===== src/hdl/heightmap_lambert_shading_core_assert.svh =====
// Assertion macros for the heightmap Lambert shading core.
`ifndef HEIGHTMAP_LAMBERT_SHADING_CORE_ASSERT_SVH
`define HEIGHTMAP_LAMBERT_SHADING_CORE_ASSERT_SVH

// Same-cycle implication, sampled on clk, off during reset.
`define HLS_ASSERT_HOLDS(label, ante, cons, msg) \
    label: assert property (@(posedge clk) disable iff (!rst_n) (ante) |-> (cons)) \
        else $error(msg);

// Next-cycle implication, sampled on clk, off during reset.
`define HLS_ASSERT_NEXT(label, ante, cons, msg) \
    label: assert property (@(posedge clk) disable iff (!rst_n) (ante) |=> (cons)) \
        else $error(msg);

`endif


===== src/hdl/hls_isqrt.sv =====
// Pipelined integer square root, one result bit per stage, with sideband.
`default_nettype none
module hls_isqrt #(
    parameter int RAD_W = 62,
    parameter int SB_W  = 1
) (
    input  logic                 clk,
    input  logic                 rst_n,
    input  logic                 en,
    input  logic                 in_valid,
    input  logic [RAD_W-1:0]     rad,
    input  logic [SB_W-1:0]      sb_in,
    output logic                 out_valid,
    output logic [RAD_W/2-1:0]   root,
    output logic [SB_W-1:0]      sb_out
);
    localparam int R    = RAD_W / 2;
    localparam int RM_W = R + 2;

    logic [R-1:0]     v_reg;
    logic [R-1:0]     root_reg [R];
    logic [RM_W-1:0]  rem_reg  [R];
    logic [RAD_W-1:0] rad_reg  [R];
    logic [SB_W-1:0]  sb_reg   [R];

    logic [R-1:0]     root_p    [R];
    logic [RM_W-1:0]  rem_p     [R];
    logic [RAD_W-1:0] rad_p     [R];
    logic [SB_W-1:0]  sb_p      [R];
    logic [RM_W-1:0]  rem_sh    [R];
    logic [RM_W-1:0]  trial     [R];
    logic [R-1:0]     root_next [R];
    logic [RM_W-1:0]  rem_next  [R];

    always_comb
    begin
        for (int i = 0; i < R; i++)
        begin
            if (i == 0)
            begin
                root_p[i] = '0;
                rem_p[i]  = '0;
                rad_p[i]  = rad;
                sb_p[i]   = sb_in;
            end
            else
            begin
                root_p[i] = root_reg[i-1];
                rem_p[i]  = rem_reg[i-1];
                rad_p[i]  = rad_reg[i-1];
                sb_p[i]   = sb_reg[i-1];
            end
            rem_sh[i] = {rem_p[i][R-1:0], rad_p[i][RAD_W-1-2*i -: 2]};
            trial[i]  = {root_p[i], 2'b01};
            if (rem_sh[i] >= trial[i])
            begin
                rem_next[i]  = rem_sh[i] - trial[i];
                root_next[i] = {root_p[i][R-2:0], 1'b1};
            end
            else
            begin
                rem_next[i]  = rem_sh[i];
                root_next[i] = {root_p[i][R-2:0], 1'b0};
            end
        end
    end

    always_ff @(posedge clk or negedge rst_n)
    begin
        if (!rst_n)
        begin
            v_reg <= '0;
        end
        else if (en)
        begin
            v_reg <= {v_reg[R-2:0], in_valid};
        end
    end

    always_ff @(posedge clk)
    begin
        if (en)
        begin
            for (int i = 0; i < R; i++)
            begin
                root_reg[i] <= root_next[i];
                rem_reg[i]  <= rem_next[i];
                rad_reg[i]  <= rad_p[i];
                sb_reg[i]   <= sb_p[i];
            end
        end
    end

    assign out_valid = v_reg[R-1];
    assign root      = root_reg[R-1];
    assign sb_out    = sb_reg[R-1];

endmodule
`default_nettype wire


===== config.mk =====
export PLATFORM = sky130hd
export DESIGN_NAME = hls_isqrt
export DESIGN_NICKNAME = d
export VERILOG_FILES = /design/src/hdl/heightmap_lambert_shading_core_assert.svh /design/src/hdl/hls_isqrt.sv
export SDC_FILE = /design/constraint.sdc
export NUM_CORES = 2
export LEC_CHECK = 0
export BUFFER_PORTS_ARGS = -buffer_cell sky130_fd_sc_hd__buf_2
export CELL_PAD_IN_SITES_DETAIL_PLACEMENT = 0
export CELL_PAD_IN_SITES_GLOBAL_PLACEMENT = 1
export CORE_MARGIN = 3
export CORE_UTILIZATION = 38
export CTS_CLUSTER_DIAMETER = 50
export DETAILED_ROUTE_END_ITERATION = 8
export HOLD_SLACK_MARGIN = 0.03
export PLACE_DENSITY_LB_ADDON = 0.1
export SETUP_SLACK_MARGIN = 0.2
export SLEW_MARGIN = 20
export SYNTH_ARGS = -nofsm -noshare
export SYNTH_HDL_FRONTEND = slang
export SYNTH_SLANG_ARGS = --single-unit

===== constraint.sdc =====
create_clock -name clk -period 10 [get_ports clk]
set_input_delay 2 -clock clk [delete_from_list [all_inputs] [get_ports clk]]
set_output_delay 2 -clock clk [all_outputs]
set_load 0.005 [all_outputs]

After elaboration in Yosys (flattened, before gate mapping)
Memories as Yosys holds them, arrays and structs flattened.
Cells that the tools add are included.
- add/subtract/negate cells: 31
- magnitude comparators: 31
- multiplexer cells: 64
- operators by type and width (kind ; number):
    $mux W33 ; 31
    $ge A33 B33 Y1 ; 30
    $sub A33 B33 Y33 ; 30
    $mux W1 ; 33
    $sub A2 B1 Y3 const B ; 1
    $ge A2 B1 Y1 const B ; 1
- bits in registers: 31
- memory bits (writable): 3937
- input port bits: 67
- output and inout bits: 33
- word-level logic and storage cells: 131
- memories kept: 4
- memories (name ; depth ; width ; read ports ; clocked after memory_dff ; wr ports ; line ; source):
    rad_reg ; 31 ; 62 ; 30 ; 0 ; 31 ; hls_isqrt.sv:23 ; logic [RAD_W-1:0] rad_reg [R];
    rem_reg ; 31 ; 33 ; 30 ; 0 ; 31 ; hls_isqrt.sv:22 ; logic [RM_W-1:0] rem_reg [R];
    root_reg ; 31 ; 31 ; 31 ; 0 ; 31 ; hls_isqrt.sv:21 ; logic [R-1:0] root_reg [R];
    sb_reg ; 31 ; 1 ; 31 ; 0 ; 31 ; hls_isqrt.sv:24 ; logic [SB_W-1:0] sb_reg [R];

Longest topological paths before layout
An unclocked memory read counts as a cell.
- word-level depth: 3
- gate-level depth with buffers: 14
- mapped depth without buffers: 13

Worst setup path after synthesis
Ideal clock, no wire load.
- kind: flip-flop to flip-flop
- from: memory rem_reg[0][242] in the netlist's numbering
- to: memory rem_reg[0][272] in the netlist's numbering, data pin
- setup time: 0.260 ns
- data arrival time: 3.184 ns
- slack: 6.555 ns
- stages on the path, launching flop included: 10
- buffers on the path: 2
- clock period less this slack: 3.445 ns
- path through: edfxtp_1 > or4_1 > or3_4 > or4_4 > or3_1 > buf_2 > or4_1 > o31a_1 > buf_6 > mux2_4
- RTL lines (element ; line):
    from (decl) ; hls_isqrt.sv:22

==> results_dict.tcl <==
set metrics [dict create \
    synth_top_area_share_pct 64.2 \
    power_density_nw_per_um2 245 \
    grt_use_total_pct 15.7 \
    start_kind "flip-flop" \
    fin_util_pct 43.8 \
    synth-warning-count 0 \
    clkPwrFrac_pct 36.5 \
    slew_headroom_pct 25.2 \
    rr_endpoint "rem_reg[0][387]$_DFFE_PP_" \
    core_um2 286000 \
    syn_nets 9010 \
    netlist_instances 8415 \
    cts-root-buf "clkbuf_16" \
    die_area_um2 295000 \
    r2r_slack_ns 5.57 \
    syn-cell-area_um2 110000 \
    postSynthRegisterBits 2375 \
    fp.dieW_um 543 \
    start_util_pct 38.3 \
    status "complete, no violations" \
    period_share_pct 44.3 \
    fin_nets 9320 \
    post_cts_resized 0 \
    port_buffers 99 \
    ant_nets 0 \
    grt_pass1_wl_um 369000 \
    dp_hpwl_um 167000 \
    synth_area_leaders "edfxtp_1 64%, ha_1 6.0%, xnor2_1 3.1%" \
    grt_pass1_vias 63500 \
    worstPathBufferInverterCount 1 \
    grt_max_degree 186 \
    h-tree-depth 5 \
    num_vias 64800 \
    synth-edff-count 2344 \
    final-hold-violation-count 0 \
    syn2layout_area_growth_pct 14.4 \
    path_cells "or4_1 -> or3_1 -> or2_1 -> or4_1 -> or3_1 -> nor3_2 -> inv_2 -> nand2_2 -> nor4_1 -> xor2_1" \
    vias_per_cell 5.08 \
    seq_area_um2 71200 \
    cts_hold_buf 0 \
    holdPathStages 0 \
    cellLeakagePower_nw 47.7 \
    min-delay-start "rad_reg[0][39]$_DFFE_PP_" \
    crit_family "simple AND/OR/NAND/NOR gates" \
    boundaryPins 100 \
    power_switching_mw 8.86 \
    cts_sinks 2375 \
    hold_path_end "rad_reg[0][101]$_DFFE_PP_" \
    clock_latency_ns 0.89 \
    peakVddDrop_v 0.000146 \
    syn_avg_cell_area_um2 13.0 \
    clkTransAtPathRegs_ns 0.06 \
    drtIter0Drc 4337 \
    crit_type "reg2reg" \
    cp_max_fo 15 \
    rr_startpoint "rem_reg[0][353]$_DFFE_PP_" \
    r2r_cells 10 \
    endpoint_kind "flip-flop" \
    place.gp.congestion 0.833 \
    cts_buffers 327 \
    rows 196 \
    ys_types 96 \
    worst_ep_arrival_time_ns 5.04 \
    fp.dieH_um 543 \
    sw_frac_of_total_pct 28.9 \
    antenna_found_initial 3 \
    ys_async_sr_fraction_pct 1.31 \
    fmax_mhz 226 \
    routedWlPerCell_um 18.5 \
    routed_wl_um 236000 \
    yosysMostFrequentCell "edfxtp_1" \
    intPower_mw 21.8 \
    multi_input_area_um2 35400 \
    synth_common_cells "2344 x edfxtp_1, 660 x inv_1, 551 x nand2_1, 546 x a21oi_1, 531 x nor2_1" \
    hp-class "reg2reg" \
    final.min_clock_period_ns 4.43 \
    largest_reg_flops 930 \
    slew_viol_final 0 \
    first_pass_iters 5 \
    cp_slowest_cell "nor3_2" \
    nFillCells 26100 \
    post_cts_buffers 0 \
    setup_violations 0 \
    cts_tree "done" \
    clockBufferDepth 4 \
    finClkSkew_ns 0.0423 \
    ys.flop_type "edfxtp_1" \
    drive_gt1_share_pct 9.41 \
    drc 0 \
    p_comb_share_pct 19.5 \
    rsz0062_at_grt "false" \
    power_frac_seq_pct 43.9 \
    gr-total-overflow 0 \
    max_stage_delay_ns 0.82 \
    yosysTopAreaCell "edfxtp_1" \
    synth-seq-area-share_pct 64.9 \
    totalNegativeSetupSlack_ns 0 \
    tightest_slew_ns 1.12 \
    cp.required_ns 10.62 \
    max-cap-violations 0 \
]
==> worst max path at each step <==
stage,start,end,slack (ns),cells after the start
after floorplan,rem_reg[0][242]$_DFFE_PP_,rem_reg[0][272]$_DFFE_PP_,6.56,9
after global placement,en,rem_reg[1][448]$_DFFE_PP_,5.44,3
after detailed placement,en,rem_reg[1][449]$_DFFE_PP_,5.36,3
after CTS,rem_reg[0][353]$_DFFE_PP_,rem_reg[0][389]$_DFFE_PP_,5.62,10
after global routing,rem_reg[0][383]$_DFFE_PP_,rem_reg[0][422]$_DFFE_PP_,5.25,9
final,rem_reg[0][353]$_DFFE_PP_,rem_reg[0][387]$_DFFE_PP_,5.57,10
==> cells by family after synthesis <==
family          synth area share (%)
compound gates                  9.57
buf+inv                         2.86
fa+ha+maj                       6.02
flops                           64.9
mux                             1.19
simple gates                    9.60
other cells                  0.00342
xor+xnor                        5.87
==> worst reg2reg max path: stages (launching register included) <==
cell,delay [ns]
edfxtp_1,0.43
or4_1,0.56
or3_1,0.35
or2_1,0.25
or4_1,0.55
or3_1,0.38
nor3_2,0.82
inv_2,0.31
nand2_2,0.28
nor4_1,0.09
xor2_1,0.15
==> per-stage QoR <==
stage	hold slack [ns]	setup slack, ns	cells	power, mW	cell area, um^2
final	0.404	5.57	12800	30.7	125000
after global placement	0.400	5.44	12200	19.6	115000
after global routing	0.410	5.25	12800	32.4	125000
after detailed placement	0.405	5.36	12200	19.6	115000
after floorplan	0.400	6.56	8415	17.7	110000
after CTS	0.409	5.62	12800	31.1	125000
==> routing by layer <==
metal	vias to the layer above	GRT usage, %	part of all wire (%)
met5	-	0	0
met4	0	4.57	2.5
met3	393	2.21	4.0
met2	1167	24.7	45
met1	31300	22.6	48
li1	31900	-	-
==> final cells by class <==
cell class | instances | share of cell area [%]
sequential | 2375 | 56.7
multi-input combinational | 5212 | 28.3
clock buffer | 381 | 6.74
tap | 3762 | 3.75
inverter | 666 | 1.99
clock inverter | 212 | 1.71
timing repair buffer | 143 | 0.790
antenna | 3 | 0.00599
==> power groups by stage <==
stage                     Sequential [mW]  Clock, mW  Combinational, mW
after floorplan                      13.3          0               4.40
after global placement               13.7          0               5.92
after detailed placement             13.7          0               5.95
after CTS                            13.5       11.6               6.00
after global routing                 13.6       12.0               6.72
final                                13.5       11.2               5.99
==> placed cells by master, fill, tap and decap left out, types with 40 or more instances in the layout <==
master / instances
edfxtp_1: 2344
inv_1: 660
nand2_1: 551
a21oi_1: 544
nor2_1: 530
ha_1: 528
o21ai_0: 427
xnor2_1: 391
xor2_1: 342
clkbuf_16: 330
a21o_1: 209
nor3_1: 203
nand3_1: 150
nand2b_1: 107
mux2_2: 105
buf_2: 98
nor4_1: 97
o21a_1: 87
or3_1: 82
nand4_1: 78
nor2b_1: 69
o31ai_1: 63
or4_1: 59
o21bai_1: 53
clkbuf_1: 50
and3_1: 43
or2_2: 40
clkinv_1: 40
Note: power is estimated with default switching activity, not from simulation.
