`config.mk`:
```
export PLATFORM = sky130hd
export DESIGN_NAME = hls_div
export DESIGN_NICKNAME = d
export VERILOG_FILES = /design/src/hdl/heightmap_lambert_shading_core_assert.svh /design/src/hdl/hls_div.sv
export SDC_FILE = /design/constraint.sdc
export NUM_CORES = 2
export LEC_CHECK = 0
export BUFFER_PORTS_ARGS = -buffer_cell sky130_fd_sc_hd__buf_2
export CORE_MARGIN = 10
export CORE_UTILIZATION = 29
export CTS_CLUSTER_SIZE = 8
export DETAILED_ROUTE_END_ITERATION = 10
export SYNTH_ARGS = -nofsm -noshare
export SYNTH_HDL_FRONTEND = slang
export SYNTH_SLANG_ARGS = --single-unit
```
`constraint.sdc`:
```
create_clock -name clk -period 3.4 [get_ports clk]
set_input_delay 0.68 -clock clk [delete_from_list [all_inputs] [get_ports clk]]
set_output_delay 0.68 -clock clk [all_outputs]
set_load 0.05 [all_outputs]
```
`src/hdl/heightmap_lambert_shading_core_assert.svh`:
```
// Assertion macros for the heightmap Lambert shading core.
`ifndef HEIGHTMAP_LAMBERT_SHADING_CORE_ASSERT_SVH
`define HEIGHTMAP_LAMBERT_SHADING_CORE_ASSERT_SVH

// Same-cycle implication, sampled on clk, off during reset.
`define HLS_ASSERT_HOLDS(label, ante, cons, msg) \
    label: assert property (@(posedge clk) disable iff (!rst_n) (ante) |-> (cons)) \
        else $error(msg);

// Next-cycle implication, sampled on clk, off during reset.
`define HLS_ASSERT_NEXT(label, ante, cons, msg) \
    label: assert property (@(posedge clk) disable iff (!rst_n) (ante) |=> (cons)) \
        else $error(msg);

`endif

```
`src/hdl/hls_div.sv`:
```
// Pipelined restoring divider, one quotient bit per stage, overflow flag, sideband.
`default_nettype none
module hls_div #(
    parameter int X_W  = 60,
    parameter int D_W  = 31,
    parameter int Q_W  = 28,
    parameter int SB_W = 1
) (
    input  logic             clk,
    input  logic             rst_n,
    input  logic             en,
    input  logic             in_valid,
    input  logic [X_W-1:0]   x,
    input  logic [D_W-1:0]   d,
    input  logic [SB_W-1:0]  sb_in,
    output logic             out_valid,
    output logic [Q_W-1:0]   q,
    output logic             ovf,
    output logic [SB_W-1:0]  sb_out
);
    localparam int HI_W = X_W - Q_W;
    localparam int EX_W = HI_W + D_W;

    logic [EX_W-1:0] hi_ext;
    logic            ovf0;

    logic [Q_W-1:0]  v_reg;
    logic [D_W-1:0]  rem_reg [Q_W];
    logic [Q_W-1:0]  q_reg   [Q_W];
    logic [Q_W-1:0]  xl_reg  [Q_W];
    logic [D_W-1:0]  d_reg   [Q_W];
    logic [Q_W-1:0]  ovf_reg;
    logic [SB_W-1:0] sb_reg  [Q_W];

    logic [D_W-1:0]  rem_p    [Q_W];
    logic [Q_W-1:0]  q_p      [Q_W];
    logic [Q_W-1:0]  xl_p     [Q_W];
    logic [D_W-1:0]  d_p      [Q_W];
    logic [Q_W-1:0]  ovf_p;
    logic [SB_W-1:0] sb_p     [Q_W];
    logic [D_W:0]    trial    [Q_W];
    logic [D_W-1:0]  rem_next [Q_W];
    logic [Q_W-1:0]  q_next   [Q_W];

    // quotient does not fit Q_W bits when the top part already reaches d
    assign hi_ext = {{D_W{1'b0}}, x[X_W-1:Q_W]};
    assign ovf0   = hi_ext >= {{HI_W{1'b0}}, d};

    always_comb
    begin
        for (int i = 0; i < Q_W; i++)
        begin
            if (i == 0)
            begin
                rem_p[i]  = hi_ext[D_W-1:0];
                q_p[i]    = '0;
                xl_p[i]   = x[Q_W-1:0];
                d_p[i]    = d;
                ovf_p[i]  = ovf0;
                sb_p[i]   = sb_in;
            end
            else
            begin
                rem_p[i]  = rem_reg[i-1];
                q_p[i]    = q_reg[i-1];
                xl_p[i]   = xl_reg[i-1];
                d_p[i]    = d_reg[i-1];
                ovf_p[i]  = ovf_reg[i-1];
                sb_p[i]   = sb_reg[i-1];
            end
            trial[i] = {rem_p[i], xl_p[i][Q_W-1-i]};
            if (trial[i] >= {1'b0, d_p[i]})
            begin
                rem_next[i] = D_W'(trial[i] - {1'b0, d_p[i]});
                q_next[i]   = q_p[i] | (Q_W'(1) << (Q_W - 1 - i));
            end
            else
            begin
                rem_next[i] = trial[i][D_W-1:0];
                q_next[i]   = q_p[i];
            end
        end
    end

    always_ff @(posedge clk or negedge rst_n)
    begin
        if (!rst_n)
        begin
            v_reg <= '0;
        end
        else if (en)
        begin
            v_reg <= {v_reg[Q_W-2:0], in_valid};
        end
    end

    always_ff @(posedge clk)
    begin
        if (en)
        begin
            ovf_reg <= ovf_p;
            for (int i = 0; i < Q_W; i++)
            begin
                rem_reg[i] <= rem_next[i];
                q_reg[i]   <= q_next[i];
                xl_reg[i]  <= xl_p[i];
                d_reg[i]   <= d_p[i];
                sb_reg[i]  <= sb_p[i];
            end
        end
    end

    assign out_valid = v_reg[Q_W-1];
    assign q         = q_reg[Q_W-1];
    assign ovf       = ovf_reg[Q_W-1];
    assign sb_out    = sb_reg[Q_W-1];

endmodule
`default_nettype wire

```
Yosys cells after proc, flatten, opt, wreduce, memory -nomap -nowiden --
Memories as Yosys holds them, arrays and structs flattened. Cells that the tools add are included.
Operators by class: $add $sub $neg 28, muxes and demuxes 58, order comparisons 29
Operators by type and width (count):
- 32-bit by 31-bit >= comparator with 1-bit output | 29
- 31-bit 2-to-1 mux | 28
- 31-bit subtractor | 28
- 28-bit 2-to-1 mux | 1
- 27-bit 2-to-1 mux | 1
- 26-bit 2-to-1 mux | 1
- 25-bit 2-to-1 mux | 1
- 24-bit 2-to-1 mux | 1
- 23-bit 2-to-1 mux | 1
- 22-bit 2-to-1 mux | 1
- 21-bit 2-to-1 mux | 1
- 20-bit 2-to-1 mux | 1
- 19-bit 2-to-1 mux | 1
- 18-bit 2-to-1 mux | 1
- 17-bit 2-to-1 mux | 1
- 16-bit 2-to-1 mux | 1
- 15-bit 2-to-1 mux | 1
- 14-bit 2-to-1 mux | 1
- 13-bit 2-to-1 mux | 1
- 12-bit 2-to-1 mux | 1
- 11-bit 2-to-1 mux | 1
- 10-bit 2-to-1 mux | 1
- 9-bit 2-to-1 mux | 1
- 8-bit 2-to-1 mux | 1
- 7 further kinds | 9
Word-level totals: memories 5, output and inout bits 31, bits in writable memories 3332, input port bits 96, register bits 56
Memory list:
- d_reg | words 28, bits a word 31, read ports 27, clocked after Yosys merged registers in 0, write ports 28, RTL line hls_div.sv:31 | logic [D_W-1:0] d_reg [Q_W];
- rem_reg | words 28, bits a word 31, read ports 27, clocked after Yosys merged registers in 0, write ports 28, RTL line hls_div.sv:28 | logic [D_W-1:0] rem_reg [Q_W];
- q_reg | words 28, bits a word 28, read ports 28, clocked after Yosys merged registers in 0, write ports 28, RTL line hls_div.sv:29 | logic [Q_W-1:0] q_reg [Q_W];
- xl_reg | words 28, bits a word 28, read ports 27, clocked after Yosys merged registers in 0, write ports 28, RTL line hls_div.sv:30 | logic [Q_W-1:0] xl_reg [Q_W];
- sb_reg | words 28, bits a word 1, read ports 28, clocked after Yosys merged registers in 0, write ports 28, RTL line hls_div.sv:33 | logic [SB_W-1:0] sb_reg [Q_W];

Depth between registers and ports, before layout --
An unclocked memory read counts as a cell.
depth after elaboration 3, mapped depth 16

Worst setup path after synthesis --
No wires, ideal clock.
kind input-to-reg, start input port x[27], end memory rem_reg[0][0] (data pin), arrival 3.461 ns, stages on the path 15, buffers on the path 2, setup slack -0.328 ns, cells stage by stage inv_1 -> ha_1 -> fa_1 -> nand2b_1 -> a21o_1 -> a31oi_1 -> o2111ai_1 -> a21oi_1 -> a21o_1 -> a31oi_1 -> or3_1 -> nand3_1 -> clkbuf_1 -> clkbuf_1 -> a21oi_1
RTL lines:
- start: declaration | RTL line hls_div.sv:13 | input logic [X_W-1:0] x,
- end: declaration | RTL line hls_div.sv:28

==> impl_metrics.toml <==
[global_routing]
grt_pass1_wl_mm = 454
grt_max_degree = 81
grt_use_total_pct = 11.5
antenna_found_initial = 4
grt_pass1_vias = 89568
grt-ovfl-total = 0

[synthesis]
synthTopCellsByArea = "edfxtp_1 (58%), ha_1 (8.6%), a21oi_1 (3.6%)"
postSynthAreaPerCell_um2 = 12.2
synth_top_area_share_pct = 57.7
synth_ff_type = "edfxtp_1"
ys_async_sr_fraction_pct = 1.10
syn_nets = 11723
yosys_register_bits = 2542
synth.largest_area_cell = "edfxtp_1"
ys_seq_area_share_pct = 58.2
synth_cell_types = 97
ys_warn_count = 0
synth_edf_count = 2514
netlist_instances = 10701
synthesis.area_um2 = 131000

[routing]
drt_iter0_markers = 3825
routed_wl_mm = 294
dr.pass1.iters = 6
wl_per_cell_um = 15.7
ant_nets = 0
vias = 86890
viasPerCell = 4.64
drc = 0

[worst_setup_path]
crit_path_frequent_cell = "a21o_1"
crit_slowest_cell = "or4_1"
ff2ff_path_depth = 12
cp_max_fo = 2
r2r-end = "rem_reg[1][29]"
critical_path_class = "reg2reg"
cp_data_arrival_time_ns = 4.45
r2r_slack_ns = -0.36
critPathRequiredTime_ns = 4.09
crit_chain = "ha_1 -> a21o_1 -> a21o_1 -> a21oi_1 -> o211ai_1 -> o31ai_2 -> o21ai_0 -> o31a_1 -> or4_1 -> a31oi_1 -> xnor2_1 -> mux2_4"
slowest_delay_ns = 0.44
crit_path_start = "rem_reg[0][474]"
startpoint_type = "flop"
cp-end-kind = "flop"
r2r_start = "rem_reg[0][474]"

[timing]
worst_pin_slew_ns = 0.822
rsz0062_at_grt = "yes"
fin_crit_sh_pct = 110
hold_viol_final = 0
final.setup.tns_ns = -33.89
setup_viol = 242
slew_viol_final = 0
slew_headroom_pct = 45.2
period_needed_ns = 3.76
worst_slack_ns = -0.357
finClkSkew_ns = 0.0938
fmax_ghz = 0.266

[clock_tree]
clk_latency_ns = 0.95
clk_pin_slew_worst_paths_ns = 0.05
cts_num_sinks = 2542
htreeDepth = 5
numCtsBuffers = 360
cts-root-buf = "clkbuf_16"
clockBufferDepth = 4
cts_tree = "done"

[finish]
instances_no_fill = 18732
register_area_um2 = 76200
post-route-util_pct = 37.6
area_growth_pct = 29.1
multiInputGateArea_um2 = 54700
nNetsFinal = 13744
fillers = 42521
drive_above_1_share_pct = 26.6

[floorplanning]
core_um2 = 449000
boundaryPins = 127
die-area_um2 = 478000
start_util_pct = 29.1
rows = 246
dieWidth_um = 692
chipHeight_um = 692

[place]
port_buffers = 126
gp_congestion = 0.887
hpwl_mm = 206
placedCellCount = 17966

[worst_hold_path]
whs_path_depth = 2
min_from = "d[17]"
min_to = "d_reg[0][17]"
hp-class = "in2reg"

[run_status]
status = "complete, but fails checks"
violations = "setup timing"

[flow_run]
cap_violations = 0

[pwr]
peakVddDrop_uv = 524
p_leak_uw = 0.0695
total_power_uw = 162000
p_per_area_nw_per_um2 = 961
## cell type report
class | instances | share of cell area (%)
multi-input cells | 6866 | 32.4
inverters | 1068 | 2.39
repair buffers | 1884 | 9.94
clock buffers | 391 | 5.49
well taps | 5952 | 4.41
diodes | 1 | 0.00148
flip-flops and latches | 2542 | 45.1
clock inverters | 28 | 0.261
## cell usage after synthesis (26+ instances only)
| cell | n |
|---|---|
| nand4_1 | 122 |
| nor2_1 | 559 |
| and3_1 | 60 |
| dfrtp_1 | 28 |
| nand2b_1 | 129 |
| a21oi_1 | 930 |
| o21bai_1 | 96 |
| buf_2 | 40 |
| o21a_1 | 88 |
| mux2_2 | 382 |
| nor2b_1 | 149 |
| fa_1 | 27 |
| xnor2_1 | 443 |
| or3_1 | 28 |
| a31oi_1 | 90 |
| a21o_1 | 452 |
| o211ai_1 | 32 |
| ha_1 | 899 |
| nor3_1 | 91 |
| o31ai_1 | 37 |
| a21boi_0 | 32 |
| o21ai_0 | 634 |
| inv_1 | 1067 |
| edfxtp_1 | 2514 |
| nand3_1 | 159 |
| xor2_1 | 289 |
| and4_1 | 30 |
| and2_1 | 36 |
| nand2_1 | 591 |
| mux2i_1 | 26 |
| a211oi_1 | 65 |
| clkbuf_1 | 160 |
| a211o_1 | 27 |
## cell families after synthesis
family	Yosys count	synth area share [%]
AOI/OAI and AO/OA	2744	13.0
buffers and inverters	1293	3.78
DFF	2542	58.2
xor gates and xnor gates	732	4.90
and+or+nand+nor	2055	7.54
adders and majority gates	926	9.01
muxes	409	3.50
## where the power goes
part | internal (µW) | leakage (µW) | total (µW) | switching (µW)
Sequential | 45200 | 0.0249 | 49500 | 4260
Combinational | 41500 | 0.0398 | 80800 | 39300
Clock | 19200 | 0.00474 | 32000 | 12800
Total | 106000 | 0.0695 | 162000 | 56400
## metrics by stage
stage | hold WS [ns] | setup WS (ns) | instance area, µm²
2_1_floorplan | 0.384 | -0.0223 | 131000
3_3_place_gp | 0.400 | -0.631 | 150000
3_5_place_dp | 0.405 | -0.641 | 150000
4_1_cts | 0.00142 | -0.319 | 165000
5_1_grt | 0.0487 | -0.453 | 169000
6_report | 0.0855 | -0.357 | 169000
## per-layer routing
metal  track usage, %  wire length (µm)  up-vias
li1                 -                 -    43363
met1             11.2            106000    41170
met2             22.8            160000     1491
met3             1.64              8700      866
met4             6.51             18400        0
met5                0                 0        -
## how the worst max path moves through the flow
stage	end	slack, ns	cells after the start
6_report	rem_reg[1][29]	-0.36	12
3_3_place_gp	rem_reg[0][218]	-0.63	15
3_5_place_dp	rem_reg[0][218]	-0.64	14
4_1_cts	rem_reg[1][134]	-0.32	15
5_1_grt	rem_reg[1][25]	-0.45	16
2_1_floorplan	rem_reg[0][11]	-0.02	14
## cells in the final DEF (no fill, tap or decap), types with 52 or more instances in the layout
cell,netlist,layout
buf_12,0,110
buf_2,40,125
o21bai_1,96,88
a21o_1,452,452
a21oi_2,0,123
xor2_1,289,288
nand2_1,591,518
a21oi_1,930,786
nand2b_1,129,124
mux2_2,382,177
nand4_1,122,122
inv_1,1067,1033
buf_6,1,94
xnor2_1,443,441
a211oi_1,65,54
a31oi_1,90,67
nor3_1,91,82
nand3_1,159,151
o21ai_2,0,114
clkbuf_16,0,384
and3_1,60,58
nor2b_1,149,124
o21ai_0,634,427
nand2_2,0,52
o21a_1,88,86
edfxtp_1,2514,2514
dlygate4sd3_1,0,57
ha_1,899,843
mux2_4,1,206
buf_4,10,1414
nor2_1,559,500
o21ai_1,22,105
## timing repair
action                                 CTS  global route
setup endpoints to repair              772           758
gates cloned                            45            19
gates resized for setup                880           667
pin swaps                              266           327
endpoints found under the hold margin   84             0
setup buffers                          144           145
hold buffers                            57             0
## worst max-delay path: cells and delay by family (launching register included)
family          cells  cell delay [ns]
compound gates      8             1.99
flops               1             0.39
xor+xnor            1             0.09
mux                 1             0.26
fa+ha+maj           1             0.33
simple gates        1             0.44
(Power assumes the default switching activity.)
